## config.mk

```make
export PLATFORM = sky130hd
export DESIGN_NAME = awdt_fifo
export DESIGN_NICKNAME = d
export VERILOG_FILES = /design/src/hw/rtl/awdt_pkg.sv /design/src/hw/rtl/awdt_fifo.sv
export SDC_FILE = /design/constraint.sdc
export NUM_CORES = 1
export LEC_CHECK = 0
export BUFFER_PORTS_ARGS = -buffer_cell sky130_fd_sc_hd__buf_2
export CORE_AREA = 2 2 369 371
export DETAILED_ROUTE_END_ITERATION = 8
export DIE_AREA = 0 0 371 373
export SYNTH_ARGS = -nofsm -noshare
export SYNTH_HDL_FRONTEND = slang
export SYNTH_SLANG_ARGS = --single-unit
export TNS_END_PERCENT = 10
```

## constraint.sdc

```tcl
create_clock -name clk -period 41.4 [get_ports clk]
set_clock_uncertainty 0.05 [all_clocks]
set_input_delay 6.21 -clock clk [delete_from_list [all_inputs] [get_ports clk]]
set_output_delay 6.21 -clock clk [all_outputs]
set_load 0.01 [all_outputs]
```

## src/hw/rtl/awdt_pkg.sv

```systemverilog
// awdt_pkg: shared widths, opcodes, decoded item type and helper functions
// for the alu_with_definedness_tracking block. No dependencies.
package awdt_pkg;

	localparam int DW = 64;                 // data field width
	localparam int WW = 7;                  // width field width
	localparam int MAX_WIDTH = 64;
	localparam int LIMIT_WIDTH = (MAX_WIDTH < DW) ? MAX_WIDTH : DW;
	localparam int DIV_STEPS = DW;          // one quotient bit per stage
	localparam int HW = DW / 2;

	typedef enum logic [4:0] {
		OP_ADD  = 5'd0,
		OP_SUB  = 5'd1,
		OP_MUL  = 5'd2,
		OP_DIVU = 5'd3,
		OP_DIVS = 5'd4,
		OP_MODU = 5'd5,
		OP_MODS = 5'd6,
		OP_SHL  = 5'd7,
		OP_SHR  = 5'd8,
		OP_SHRS = 5'd9,
		OP_AND  = 5'd10,
		OP_OR   = 5'd11,
		OP_XOR  = 5'd12,
		OP_NOT  = 5'd13,
		OP_ZX   = 5'd14,
		OP_SX   = 5'd15,
		OP_EQ   = 5'd16,
		OP_NEQ  = 5'd17,
		OP_LES  = 5'd18,
		OP_LEU  = 5'd19,
		OP_LTS  = 5'd20,
		OP_LTU  = 5'd21
	} op_t;

	// item after the front: widths clamped, operands masked, divider inputs ready
	typedef struct packed {
		op_t            op;
		logic [WW-1:0]  w;
		logic [WW-1:0]  tw;
		logic [DW-1:0]  m;
		logic [DW-1:0]  a;
		logic [DW-1:0]  b;
		logic [DW-1:0]  da;
		logic [DW-1:0]  db;
		logic [DW-1:0]  ua;
		logic [DW-1:0]  ub;
		logic           sa;
		logic           sb;
	} dec_t;

	// state that rides along the back pipeline next to the divider
	typedef struct packed {
		op_t            op;
		logic [WW-1:0]  rw;
		logic [DW-1:0]  m;
		logic [DW-1:0]  val;
		logic [DW-1:0]  def;
		logic           dz;
		logic           sa;
		logic           sb;
	} side_t;

	function automatic logic [DW-1:0] low_mask(input logic [WW-1:0] n);
		if (n >= WW'(DW))
			return '1;
		return (DW'(1) << n) - DW'(1);
	endfunction

	function automatic logic [WW-1:0] clamp_width(input logic [WW-1:0] x);
		return (x > WW'(LIMIT_WIDTH)) ? WW'(LIMIT_WIDTH) : x;
	endfunction

	function automatic logic top_bit(input logic [DW-1:0] v, input logic [WW-1:0] w);
		logic [DW-1:0] t;
		t = v >> (w - WW'(1));
		return (w != '0) ? t[0] : 1'b0;
	endfunction

	// defined up to the lowest undefined bit
	function automatic logic [DW-1:0] carry_defined(input logic [DW-1:0] both,
			input logic [DW-1:0] m);
		logic [DW-1:0] u;
		u = ~both & m;
		if (u == '0)
			return m;
		return ((u & (DW'(0) - u)) - DW'(1)) & m;
	endfunction

endpackage

```

## src/hw/rtl/awdt_fifo.sv

```systemverilog
// awdt_fifo: two-entry queue of decoded items between front and back
// depends on awdt_pkg
module awdt_fifo import awdt_pkg::*; (
	input  logic clk,
	input  logic arst_n,
	input  dec_t in_data,
	input  logic in_valid,
	output logic in_ready,
	output dec_t out_data,
	output logic out_valid,
	input  logic out_ready
);

	dec_t       mem_q [2];
	logic       wr_ptr_q;
	logic       rd_ptr_q;
	logic [1:0] count_q;
	logic       push;
	logic       pop;

	assign in_ready = (count_q != 2'd2);
	assign out_valid = (count_q != 2'd0);
	assign out_data = mem_q[rd_ptr_q];
	assign push = in_valid && in_ready;
	assign pop = out_valid && out_ready;

	always_ff @(posedge clk or negedge arst_n) begin
		if (!arst_n) begin
			wr_ptr_q <= 1'b0;
			rd_ptr_q <= 1'b0;
			count_q <= 2'd0;
		end else begin
			if (push)
				wr_ptr_q <= !wr_ptr_q;
			if (pop)
				rd_ptr_q <= !rd_ptr_q;
			if (push && !pop)
				count_q <= count_q + 2'd1;
			else if (pop && !push)
				count_q <= count_q - 2'd1;
		end
	end

	always_ff @(posedge clk) begin
		if (push)
			mem_q[wr_ptr_q] <= in_data;
	end

endmodule

```

==> summary.md <==
| Metric | Value |
|---|---|
| Sw Ratio | `30.2%` |
| Gate power share | `31.5%` |
| Gpl congestion | `0.901` |
| WL/cell | `20.2 um` |
| Startpoint Class | `flop` |
| Crit Path Class | `flop to output port` |
| Slew margin rel. | `between 20% and 30%` |
| Core Util, Final | `33.5%` |
| CP Capture Type | `output port` |
| Flops & latches, synth | `between 900 and 1000` |
| Die Width | `371 um` |
| RSZ-0062 raised after global routing | `no` |
| Critical Path RT | `35140 ps` |
| Clk root buf | `clkbuf_16` |
| Synth warn | `0` |
| 1st-pass router iterations | `5` |
| Setup violators final | `0` |
| Mapped Area | `between 30000 and 40000 um^2` |
| Yosys cell types | `16` |
| DP HPWL | `about 63000 um` |
| Layout area overhead | `28.0%` |
| Final setup TNS | `0 ps` |
| Vias per Instance | `4.09` |
| R2R Path End | `mem_q[1][296]$_DFFE_PP_` |
| Sink Count | `approximately 940` |
| P_int | `0.00227 W` |
| Postcts setup bufs | `0` |
| Part of the Yosys area used for sequential elements | `roughly four fifths` |
| Non-Filler Instances | `~4400` |
| Top achievable clock speed | `~85 MHz` |
| Maximum VDD drop | `0.0000481 V` |
| Initial cell density of the core | `a little over a quarter` |
| Hold Path Class | `flop to flop` |
| Reg2reg start | `count_q[0]$_DFFE_PN0P_` |
| Reg power frac | `42.1%` |
| Worst slew pin tran | `between 1000 and 1500 ps` |
| Aggregate global routing overflow | `0` |
| Clk_lat worst skew | `around 690 ps` |
| Count of nets after finishing | `2961` |
| Htree depth | `3` |
| Share of total power in the clock network | `26.5%` |
| # DRC | `0` |
| Pwr/cell area | `about 72 nW/um^2` |
| Std cell rows | `135` |
| Clock buffer count from CTS | `97` |
| Post-DRT Antenna Nets | `0` |
| Most frequent cells in the layout | `buf_2 (943), edfxtp_1 (938), mux2_4 (300), mux2_2 (169), clkbuf_16 (99)` |
| Psw | `slightly below 0.001 W` |
| Status | `finished clean` |
| Placed Cells | `4169` |
| MaxCap Viol Count | `0` |
| Io pins | `between 900 and 1000` |
| Starting DRT DRC Count | `1151` |
| Max Transition Viols Final | `0` |
| Initial antenna violation count | `31` |
| Hold Vio Cnt, Final | `0` |
| Commonest non-fill, non-tap cell in the layout | `buf_2` |
| Total wire length | `88100 um` |
| Number of global-route vias before repair | `18332` |
| I/O Buffers | `about 940` |
| Die Y | `373 um` |
| Setup crit end | `out_data[305]` |
| Core ar. | `135000 um^2` |
| Reg clk slew, reported paths | `60 ps` |
| FF-to-FF setup slack | `36330 ps` |
| Crit share post-route | `28.6%` |
| Share of cells above drive strength 1 | `~60%` |
| Largest net degree at the start of global routing | `144` |
| Gate count after technology mapping | `1477` |
| Post_cts resized | `0` |
| Max Root-Sink Buffers | `3` |
| First-pass GRT wire length | `123000 um` |
| Routed via count | `17819` |
| Hold slack | `442 ps` |
| Crit path max fanout | `57` |
| Data arrival time of the worst path | `between 5000 and 6000 ps` |
| Syn nets | `1951` |
| Final-layout fill cell count | `between 10000 and 15000` |
| CTS tree | `yes` |
| CP startpoint | `rd_ptr_q$_DFFE_PN0P_` |
| All-layer global routing usage | `about 12%` |
| Post-CTS Hold Buffers | `0` |
| Leakage | `17.3 nW` |
| Die area | `138000 um^2` |
| Mean post-synth cell area | `around 24 um^2` |
| Min cycle time layout | `about 12000 ps` |
| FF-to-FF path depth | `6` |
-- worst max-delay path, cell delays in order, from the launching register on --
cell     delay (ps)
dfrtp_4         950
buf_4           770
buf_4           920
buf_4           620
buf_4           870
mux2_4          360
buf_2           140
-- metrics by stage --
step / area (um^2) / total power, W / setup WS, ps
floorplan: 35200 / 0.00219 / 14340
global placement: 41900 / 0.00242 / 30270
detailed placement: 41900 / 0.00243 / 30240
CTS: 45100 / 0.00330 / 29440
global route: 45100 / 0.00339 / 29250
finish: 45100 / 0.00325 / 29570
-- routing by layer --
layer,track usage [%],part of all wire [%]
met1,13.8,38
met5,0,0.11
met2,21.3,51
met3,3.60,7.8
met4,4.72,2.9
-- synthesized netlist by cell type --
cell | number | area, um^2
and3_1 | 1 | 6.26
ha_1 | 1 | 12.5
dfrtp_1 | 4 | 100
xnor2_1 | 3 | 26.3
buf_2 | 18 | 90.1
mux2_4 | 300 | 4500
buf_4 | 1 | 7.51
nand2_1 | 2 | 7.51
nor2_1 | 2 | 7.51
xor2_1 | 2 | 17.5
edfxtp_1 | 938 | 28200
buf_6 | 33 | 372
mux2_2 | 169 | 1900
nand2b_1 | 1 | 6.26
or2_2 | 1 | 6.26
inv_1 | 1 | 3.75
-- worst min-delay path by stage --
stage,start,end,cells past startpoint
floorplan,count_q[1]$_DFFE_PN0P_,count_q[1]$_DFFE_PN0P_,1
global placement,count_q[1]$_DFFE_PN0P_,count_q[1]$_DFFE_PN0P_,1
detailed placement,count_q[1]$_DFFE_PN0P_,count_q[1]$_DFFE_PN0P_,1
CTS,count_q[1]$_DFFE_PN0P_,count_q[1]$_DFFE_PN0P_,1
global route,count_q[1]$_DFFE_PN0P_,count_q[1]$_DFFE_PN0P_,1
finish,count_q[1]$_DFFE_PN0P_,count_q[1]$_DFFE_PN0P_,1
-- sequential cells by signal, indices dropped and copies added (netlist names) --
register  cells
wr_ptr_q      1
rd_ptr_q      1
count_q       2
mem_q       938
-- cell families (layout without fill, tap and decap cells) --
group                    count (synthesis)  count (layout)  share of synthesized area, %
multiplexers                           469             469                          18.2
XOR/XNOR                                 5               5                         0.124
AND/OR/NAND/NOR                          7               7                        0.0959
buffers and inverters                   53            1145                          1.34
other                                    0               8                             0
flip-flops                             942             942                          80.2
adder cells (fa/ha/maj)                  1               1                        0.0355
-- power groups by stage --
| stage | clock network (W) | registers (W) | logic, W |
|---|---|---|---|
| 2_1_floorplan | 0 | 0.00152 | 0.000675 |
| 3_3_place_gp | 0 | 0.00138 | 0.00104 |
| 3_5_place_dp | 0 | 0.00139 | 0.00104 |
| 4_1_cts | 0.000886 | 0.00137 | 0.00104 |
| 5_1_grt | 0.000920 | 0.00138 | 0.00109 |
| 6_report | 0.000859 | 0.00137 | 0.00102 |
-- area by class of cell --
class                           count  area (um^2)  area share, %
Sequential cell                   942        28300           62.7
Tap cell                         1781         2230           4.94
Timing Repair Buffer              963         4890           10.9
Inverter                            1         3.75        0.00832
Clock buffer                      115         2540           5.63
Antenna cell                        8         20.0         0.0444
Clock inverter                     66          629           1.40
Multi-Input combinational cell    482         6510           14.4
Note: power is estimated with default switching activity, not from simulation.
