<file path="src/hw/rtl/awdt_pkg.sv">
// awdt_pkg: shared widths, opcodes, decoded item type and helper functions
// for the alu_with_definedness_tracking block. No dependencies.
package awdt_pkg;

	localparam int DW = 64;                 // data field width
	localparam int WW = 7;                  // width field width
	localparam int MAX_WIDTH = 64;
	localparam int LIMIT_WIDTH = (MAX_WIDTH < DW) ? MAX_WIDTH : DW;
	localparam int DIV_STEPS = DW;          // one quotient bit per stage
	localparam int HW = DW / 2;

	typedef enum logic [4:0] {
		OP_ADD  = 5'd0,
		OP_SUB  = 5'd1,
		OP_MUL  = 5'd2,
		OP_DIVU = 5'd3,
		OP_DIVS = 5'd4,
		OP_MODU = 5'd5,
		OP_MODS = 5'd6,
		OP_SHL  = 5'd7,
		OP_SHR  = 5'd8,
		OP_SHRS = 5'd9,
		OP_AND  = 5'd10,
		OP_OR   = 5'd11,
		OP_XOR  = 5'd12,
		OP_NOT  = 5'd13,
		OP_ZX   = 5'd14,
		OP_SX   = 5'd15,
		OP_EQ   = 5'd16,
		OP_NEQ  = 5'd17,
		OP_LES  = 5'd18,
		OP_LEU  = 5'd19,
		OP_LTS  = 5'd20,
		OP_LTU  = 5'd21
	} op_t;

	// item after the front: widths clamped, operands masked, divider inputs ready
	typedef struct packed {
		op_t            op;
		logic [WW-1:0]  w;
		logic [WW-1:0]  tw;
		logic [DW-1:0]  m;
		logic [DW-1:0]  a;
		logic [DW-1:0]  b;
		logic [DW-1:0]  da;
		logic [DW-1:0]  db;
		logic [DW-1:0]  ua;
		logic [DW-1:0]  ub;
		logic           sa;
		logic           sb;
	} dec_t;

	// state that rides along the back pipeline next to the divider
	typedef struct packed {
		op_t            op;
		logic [WW-1:0]  rw;
		logic [DW-1:0]  m;
		logic [DW-1:0]  val;
		logic [DW-1:0]  def;
		logic           dz;
		logic           sa;
		logic           sb;
	} side_t;

	function automatic logic [DW-1:0] low_mask(input logic [WW-1:0] n);
		if (n >= WW'(DW))
			return '1;
		return (DW'(1) << n) - DW'(1);
	endfunction

	function automatic logic [WW-1:0] clamp_width(input logic [WW-1:0] x);
		return (x > WW'(LIMIT_WIDTH)) ? WW'(LIMIT_WIDTH) : x;
	endfunction

	function automatic logic top_bit(input logic [DW-1:0] v, input logic [WW-1:0] w);
		logic [DW-1:0] t;
		t = v >> (w - WW'(1));
		return (w != '0) ? t[0] : 1'b0;
	endfunction

	// defined up to the lowest undefined bit
	function automatic logic [DW-1:0] carry_defined(input logic [DW-1:0] both,
			input logic [DW-1:0] m);
		logic [DW-1:0] u;
		u = ~both & m;
		if (u == '0)
			return m;
		return ((u & (DW'(0) - u)) - DW'(1)) & m;
	endfunction

endpackage

</file>
<file path="src/hw/rtl/awdt_req_if.sv">
// awdt_req_if: request channel, valid/ready plus the request fields
// depends on awdt_pkg
interface awdt_req_if import awdt_pkg::*; ();
	logic           valid;
	logic           ready;
	logic [4:0]     req_type;
	logic [WW-1:0]  width;
	logic [WW-1:0]  target_width;
	logic [DW-1:0]  operand_a;
	logic [DW-1:0]  defined_a;
	logic [DW-1:0]  operand_b;
	logic [DW-1:0]  defined_b;

	modport source (output valid, req_type, width, target_width, operand_a, defined_a,
		operand_b, defined_b, input ready);
	modport sink (input valid, req_type, width, target_width, operand_a, defined_a,
		operand_b, defined_b, output ready);
endinterface

</file>
<file path="src/hw/rtl/awdt_front.sv">
// awdt_front: accepts requests, clamps widths, masks operands and prepares
// divider magnitudes; depends on awdt_pkg and awdt_req_if
module awdt_front import awdt_pkg::*; (
	input  logic          clk,
	input  logic          arst_n,
	awdt_req_if.sink      req,
	output dec_t          dec,
	output logic          dec_valid,
	input  logic          dec_ready
);

	dec_t dec_q;
	logic valid_q;
	dec_t nxt;
	op_t  op;
	logic is_signed;

	assign req.ready = !valid_q || dec_ready;
	assign dec = dec_q;
	assign dec_valid = valid_q;

	always_comb begin
		op = op_t'(req.req_type);
		nxt.op = op;
		nxt.w = clamp_width(req.width);
		nxt.tw = clamp_width(req.target_width);
		nxt.m = low_mask(nxt.w);
		nxt.a = req.operand_a & nxt.m;
		nxt.b = req.operand_b & nxt.m;
		nxt.da = req.defined_a & nxt.m;
		nxt.db = req.defined_b & nxt.m;
		is_signed = (op == OP_DIVS) || (op == OP_MODS);
		nxt.sa = is_signed && top_bit(nxt.a, nxt.w);
		nxt.sb = is_signed && top_bit(nxt.b, nxt.w);
		nxt.ua = nxt.sa ? ((DW'(0) - nxt.a) & nxt.m) : nxt.a;
		nxt.ub = nxt.sb ? ((DW'(0) - nxt.b) & nxt.m) : nxt.b;
	end

	always_ff @(posedge clk or negedge arst_n) begin
		if (!arst_n) begin
			valid_q <= 1'b0;
		end else if (req.valid && req.ready) begin
			valid_q <= 1'b1;
		end else if (dec_ready) begin
			valid_q <= 1'b0;
		end
	end

	always_ff @(posedge clk) begin
		if (req.valid && req.ready) begin
			dec_q <= nxt;
		end
	end

endmodule

</file>
<file path="src/flat_wrapper.sv">
// flat-port wrapper written by rule: the top's interface ports become plain ports
module awdt_front_flat import awdt_pkg::*;
  (clk, arst_n, dec, dec_valid, dec_ready, req_valid, req_req_type, req_width, req_target_width, req_operand_a, req_defined_a, req_operand_b, req_defined_b, req_ready);
  awdt_req_if req_i ();
  input  logic clk;
  input  logic arst_n;
  output dec_t dec;
  output logic dec_valid;
  input  logic dec_ready;
  input wire logic [$bits(req_i.valid)-1:0] req_valid;
  input wire logic [$bits(req_i.req_type)-1:0] req_req_type;
  input wire logic [$bits(req_i.width)-1:0] req_width;
  input wire logic [$bits(req_i.target_width)-1:0] req_target_width;
  input wire logic [$bits(req_i.operand_a)-1:0] req_operand_a;
  input wire logic [$bits(req_i.defined_a)-1:0] req_defined_a;
  input wire logic [$bits(req_i.operand_b)-1:0] req_operand_b;
  input wire logic [$bits(req_i.defined_b)-1:0] req_defined_b;
  output wire logic [$bits(req_i.ready)-1:0] req_ready;
  assign req_i.valid = req_valid;
  assign req_i.req_type = req_req_type;
  assign req_i.width = req_width;
  assign req_i.target_width = req_target_width;
  assign req_i.operand_a = req_operand_a;
  assign req_i.defined_a = req_defined_a;
  assign req_i.operand_b = req_operand_b;
  assign req_i.defined_b = req_defined_b;
  assign req_ready = req_i.ready;
  awdt_front u_core (.clk(clk), .arst_n(arst_n), .req(req_i), .dec(dec), .dec_valid(dec_valid), .dec_ready(dec_ready));
endmodule
</file>
<file path="config.mk">
export PLATFORM = sky130hd
export DESIGN_NAME = awdt_front_flat
export DESIGN_NICKNAME = d
export VERILOG_FILES = /design/src/hw/rtl/awdt_pkg.sv /design/src/hw/rtl/awdt_req_if.sv /design/src/hw/rtl/awdt_front.sv /design/src/flat_wrapper.sv
export SDC_FILE = /design/constraint.sdc
export NUM_CORES = 1
export LEC_CHECK = 0
export BUFFER_PORTS_ARGS = -buffer_cell sky130_fd_sc_hd__buf_4
export CAP_MARGIN = 5
export CORE_AREA = 2 2 288 290
export CTS_CLUSTER_SIZE = 14
export DETAILED_ROUTE_END_ITERATION = 6
export DIE_AREA = 0 0 290 292
export SLEW_MARGIN = 20
export SYNTH_ARGS = -nofsm -noshare
export SYNTH_HDL_FRONTEND = slang
export SYNTH_SLANG_ARGS = --single-unit
</file>
<file path="constraint.sdc">
create_clock -name clk -period 14.4 [get_ports clk]
set_clock_uncertainty 0.1 [all_clocks]
set_input_delay 0.72 -clock clk [delete_from_list [all_inputs] [get_ports clk]]
set_output_delay 0.72 -clock clk [all_outputs]
set_load 0.03 [all_outputs]
</file>
==> impl_results.md <==
- Die Width: 290 um
- Most frequent cell after synthesis: edfxtp_1
- Synth unique cells: 119
- Worst Setup Path Type: in -> reg
- Final period util: 0.580
- Top cells by area, synth: edfxtp_1 57%, and2_1 3.7%, mux2i_1 2.7%
- Layout cell share with drive strength beyond 1: 0.341
- H-Tree Depth: 2
- Run status: finished clean
- Worst hold path type: in -> reg
- RSZ-0062 raised after global routing: false
- Max Fclk: 0.120 GHz
- Post-synthesis adder-cell area fraction: 0.00405
- Vias in the first global route: 21,600
- Post-Route WL: 116 mm
- Postcts setup bufs: 0
- Pwr per Cell Area: around 120 mW/mm^2
- Iter 0 DRT Violations: between 1,500 and 2,000
- CTS buffer count: 56
- Filler instances: 7,957
- Antenna violations before repair: 9
- Worst-path clk slew: about 60 ps
- Die area: 0.0847 mm^2
- HPWL after DPL: about 90 mm
- Worst EP arrival: approximately 8600 ps
- Sequential area share after synthesis: 0.569
- DRC: 0
- Reg2reg start: u_core.dec_valid$_DFFE_PN0P_
- Wire per inst: between 20 and 30 um
- Mean Syn Cell Area: 11.4 um^2
- Yosys reg bits: 468
- Sequential fraction of design power: 0.417
- Cell taking the most area after synthesis: edfxtp_1
- Via/cell ratio: about 5.3
- Final TNS setup: 0 ps
- CTS sink cnt: approximately 470
- Starting density of the core: 0.303
- P_sw: 1210 uW
- Largest family of logic cells by synthesized area: simple AND/OR/NAND/NOR gates
- Site Rows: 105
- Simple logic cell fraction of the synthesized area: 0.196
- Setup crit end kind: register
- Pint: 2740 uW
- Syn_nets: 2,457
- Max cap viols: 0
- Worst Hold Launch: req_req_type[1]
- Synth Instances: about 2,200
- Mapped Area: 0.0247 mm^2
- Core Region: 0.0816 mm^2
- Required @ worst endpoint: 14,660 ps
- Synth Area in XOR/XNOR: 0.00917
- Vias: 21,600
- First-pass GRT wire length: 162 mm
- Compound-Gate Fraction of Synth Area: 0.126
- VDD IR max: between 0.08 and 0.09 mV
- Combinational fraction of design power: 0.228
- Ys async rst share: 0.00214
- Multi-input logic area: 0.00967 mm^2
- Clock power share: 0.355
- Buffers on Ports: 749
- Initial DRT Pass Iterations: 6
- Nets: between 3,000 and 4,000
- Warnings, synthesis: 0
- Post-route cell area: 0.0334 mm^2
- Ports: 750
- Pins Over Slew Limit: 0
- Ys flop type: edfxtp_1
- Slew margin rel.: 0.249
- Commonest cells in the netlist: 467 x edfxtp_1, 178 x nand2_1, 148 x and2_1
- Post-synthesis mux area share: 0.0535
- Placed inst area: 0.0316 mm^2
- Area Growth Syn to Fin: 35.3%
- Die H: 292 um
- CTS max path bufs: 3
- Worst-Margin Slew: 1120 ps
- CTS Root Cell: clkbuf_16
- Min cycle time layout: 8350 ps
- Final setup viols: 0
- Tot GR Track Use: 0.264
- Setup crit start kind: input port
- Clock Latency Late Sink: 640 ps
- DRT antenna net count: 0
- Grt ovf: 0
- Max FO, Critical Path: just over 60
- Largest net degree at the start of global routing: 180
- Routability Congestion: 0.982
- Switching share of power: 0.306
- Total area of sequential cells: 0.0140 mm^2
- Clock tree from TritonCTS: done
- Share of the synthesized area in the top cell type: 0.568
- Lkg Pwr: ~0.013 uW
- Final hold viol count: 0
- EDFF count, synth: 467
- Crit path from: req_width[6]
## routing by layer
metal,wire [um],up-vias,track usage
li1,-,9644,-
met1,45100,10700,0.315
met2,57600,1045,0.461
met3,9340,190,0.0709
met4,3590,12,0.0868
met5,101,-,0
## power groups by stage
stage	clock network, uW	logic [uW]	registers, uW
floorplan	0	306	1890
global placement	0	895	1680
detailed placement	0	894	1680
CTS	1440	897	1650
global route	1480	944	1660
finish	1400	900	1650
## layout by cell type, fill, tap and decap left out, drive strengths merged, types with 23 or more instances in the layout
cell type and count:
buf 805, edfxtp 467, nand2 180, and2 153, inv 134, nor2 132
o21ai 80, a21oi 79, clkbuf 71, nand2b 70, nand3 69, mux2i 69
nor3 48, mux2 48, and3 46, nor2b 45, a31oi 37, o31ai 32
nand4 31, o211ai 23
## metrics by stage
stage / worst slack, ps / cells / power [uW] / utilization / hold WS, ps
3_3_place_gp: 5660 / 3929 / 2570 / 0.387 / 408
2_1_floorplan: 1780 / 2170 / 2200 / - / 324
6_report: 6050 / 4031 / 3950 / 0.409 / 182
5_1_grt: 5500 / 4029 / 4080 / 0.409 / 163
3_5_place_dp: 5520 / 3929 / 2570 / 0.387 / 408
4_1_cts: 6170 / 4027 / 3980 / 0.409 / 151
## worst paths after layout
check / endpoint / slack [ps] / depth (start not counted)
setup / recovery: u_core.dec[123]$_DFFE_PP_ / 6050 / 19
hold / removal: u_core.dec[465]$_DFFE_PP_ / 180 / 1
setup reg to reg: u_core.dec[64]$_DFFE_PP_ / 10310 / 5
hold reg to reg: u_core.dec_valid$_DFFE_PN0P_ / 450 / 2
max in group asynchronous: u_core.dec_valid$_DFFE_PN0P_ / 13820 / 2
min in group asynchronous: u_core.dec_valid$_DFFE_PN0P_ / 290 / 2
## layout make-up
cell class                 count  area share
sequential                   468       0.421
multi-input combinational   1455       0.289
timing repair buffer         806       0.182
clock buffer                  71      0.0452
tap                         1070      0.0401
inverter                     131      0.0147
clock inverter                26     0.00831
antenna                        4    0.000300
## sequential cells by signal, indices dropped and copies added, names as in the netlist
signal and flops:
u_core.dec 467, u_core.dec_valid 1
## critical path, stage by stage
cell	delay, ps
buf_4	280
nor2b_4	170
buf_4	630
inv_2	80
buf_4	320
ha_1	600
or2_2	580
a211oi_4	520
a31oi_1	400
or4_4	540
or3_1	440
xor2_2	500
a22o_1	230
a2111oi_2	90
o32ai_2	610
nand2_4	560
inv_2	710
o21ai_0	220
mux2_2	310
## cell families (layout without fill, tap and decap cells)
| group | after synthesis | count (layout) |
|---|---|---|
| AOI/OAI and AO/OA | 428 | 428 |
| xor gates and xnor gates | 25 | 25 |
| adders and majority gates | 8 | 8 |
| buffers and inverters | 247 | 1034 |
| DFF | 468 | 468 |
| muxes | 120 | 120 |
| other | 0 | 4 |
| and+or+nand+nor | 874 | 874 |
## what timing repair did
action | CTS | global route
gates resized for setup | 0 | 0
endpoints found under the hold margin | 1 | 0
hold buffers | 1 | 0
setup endpoints to repair | 0 | 0
Power figures use the tool's default switching activity.
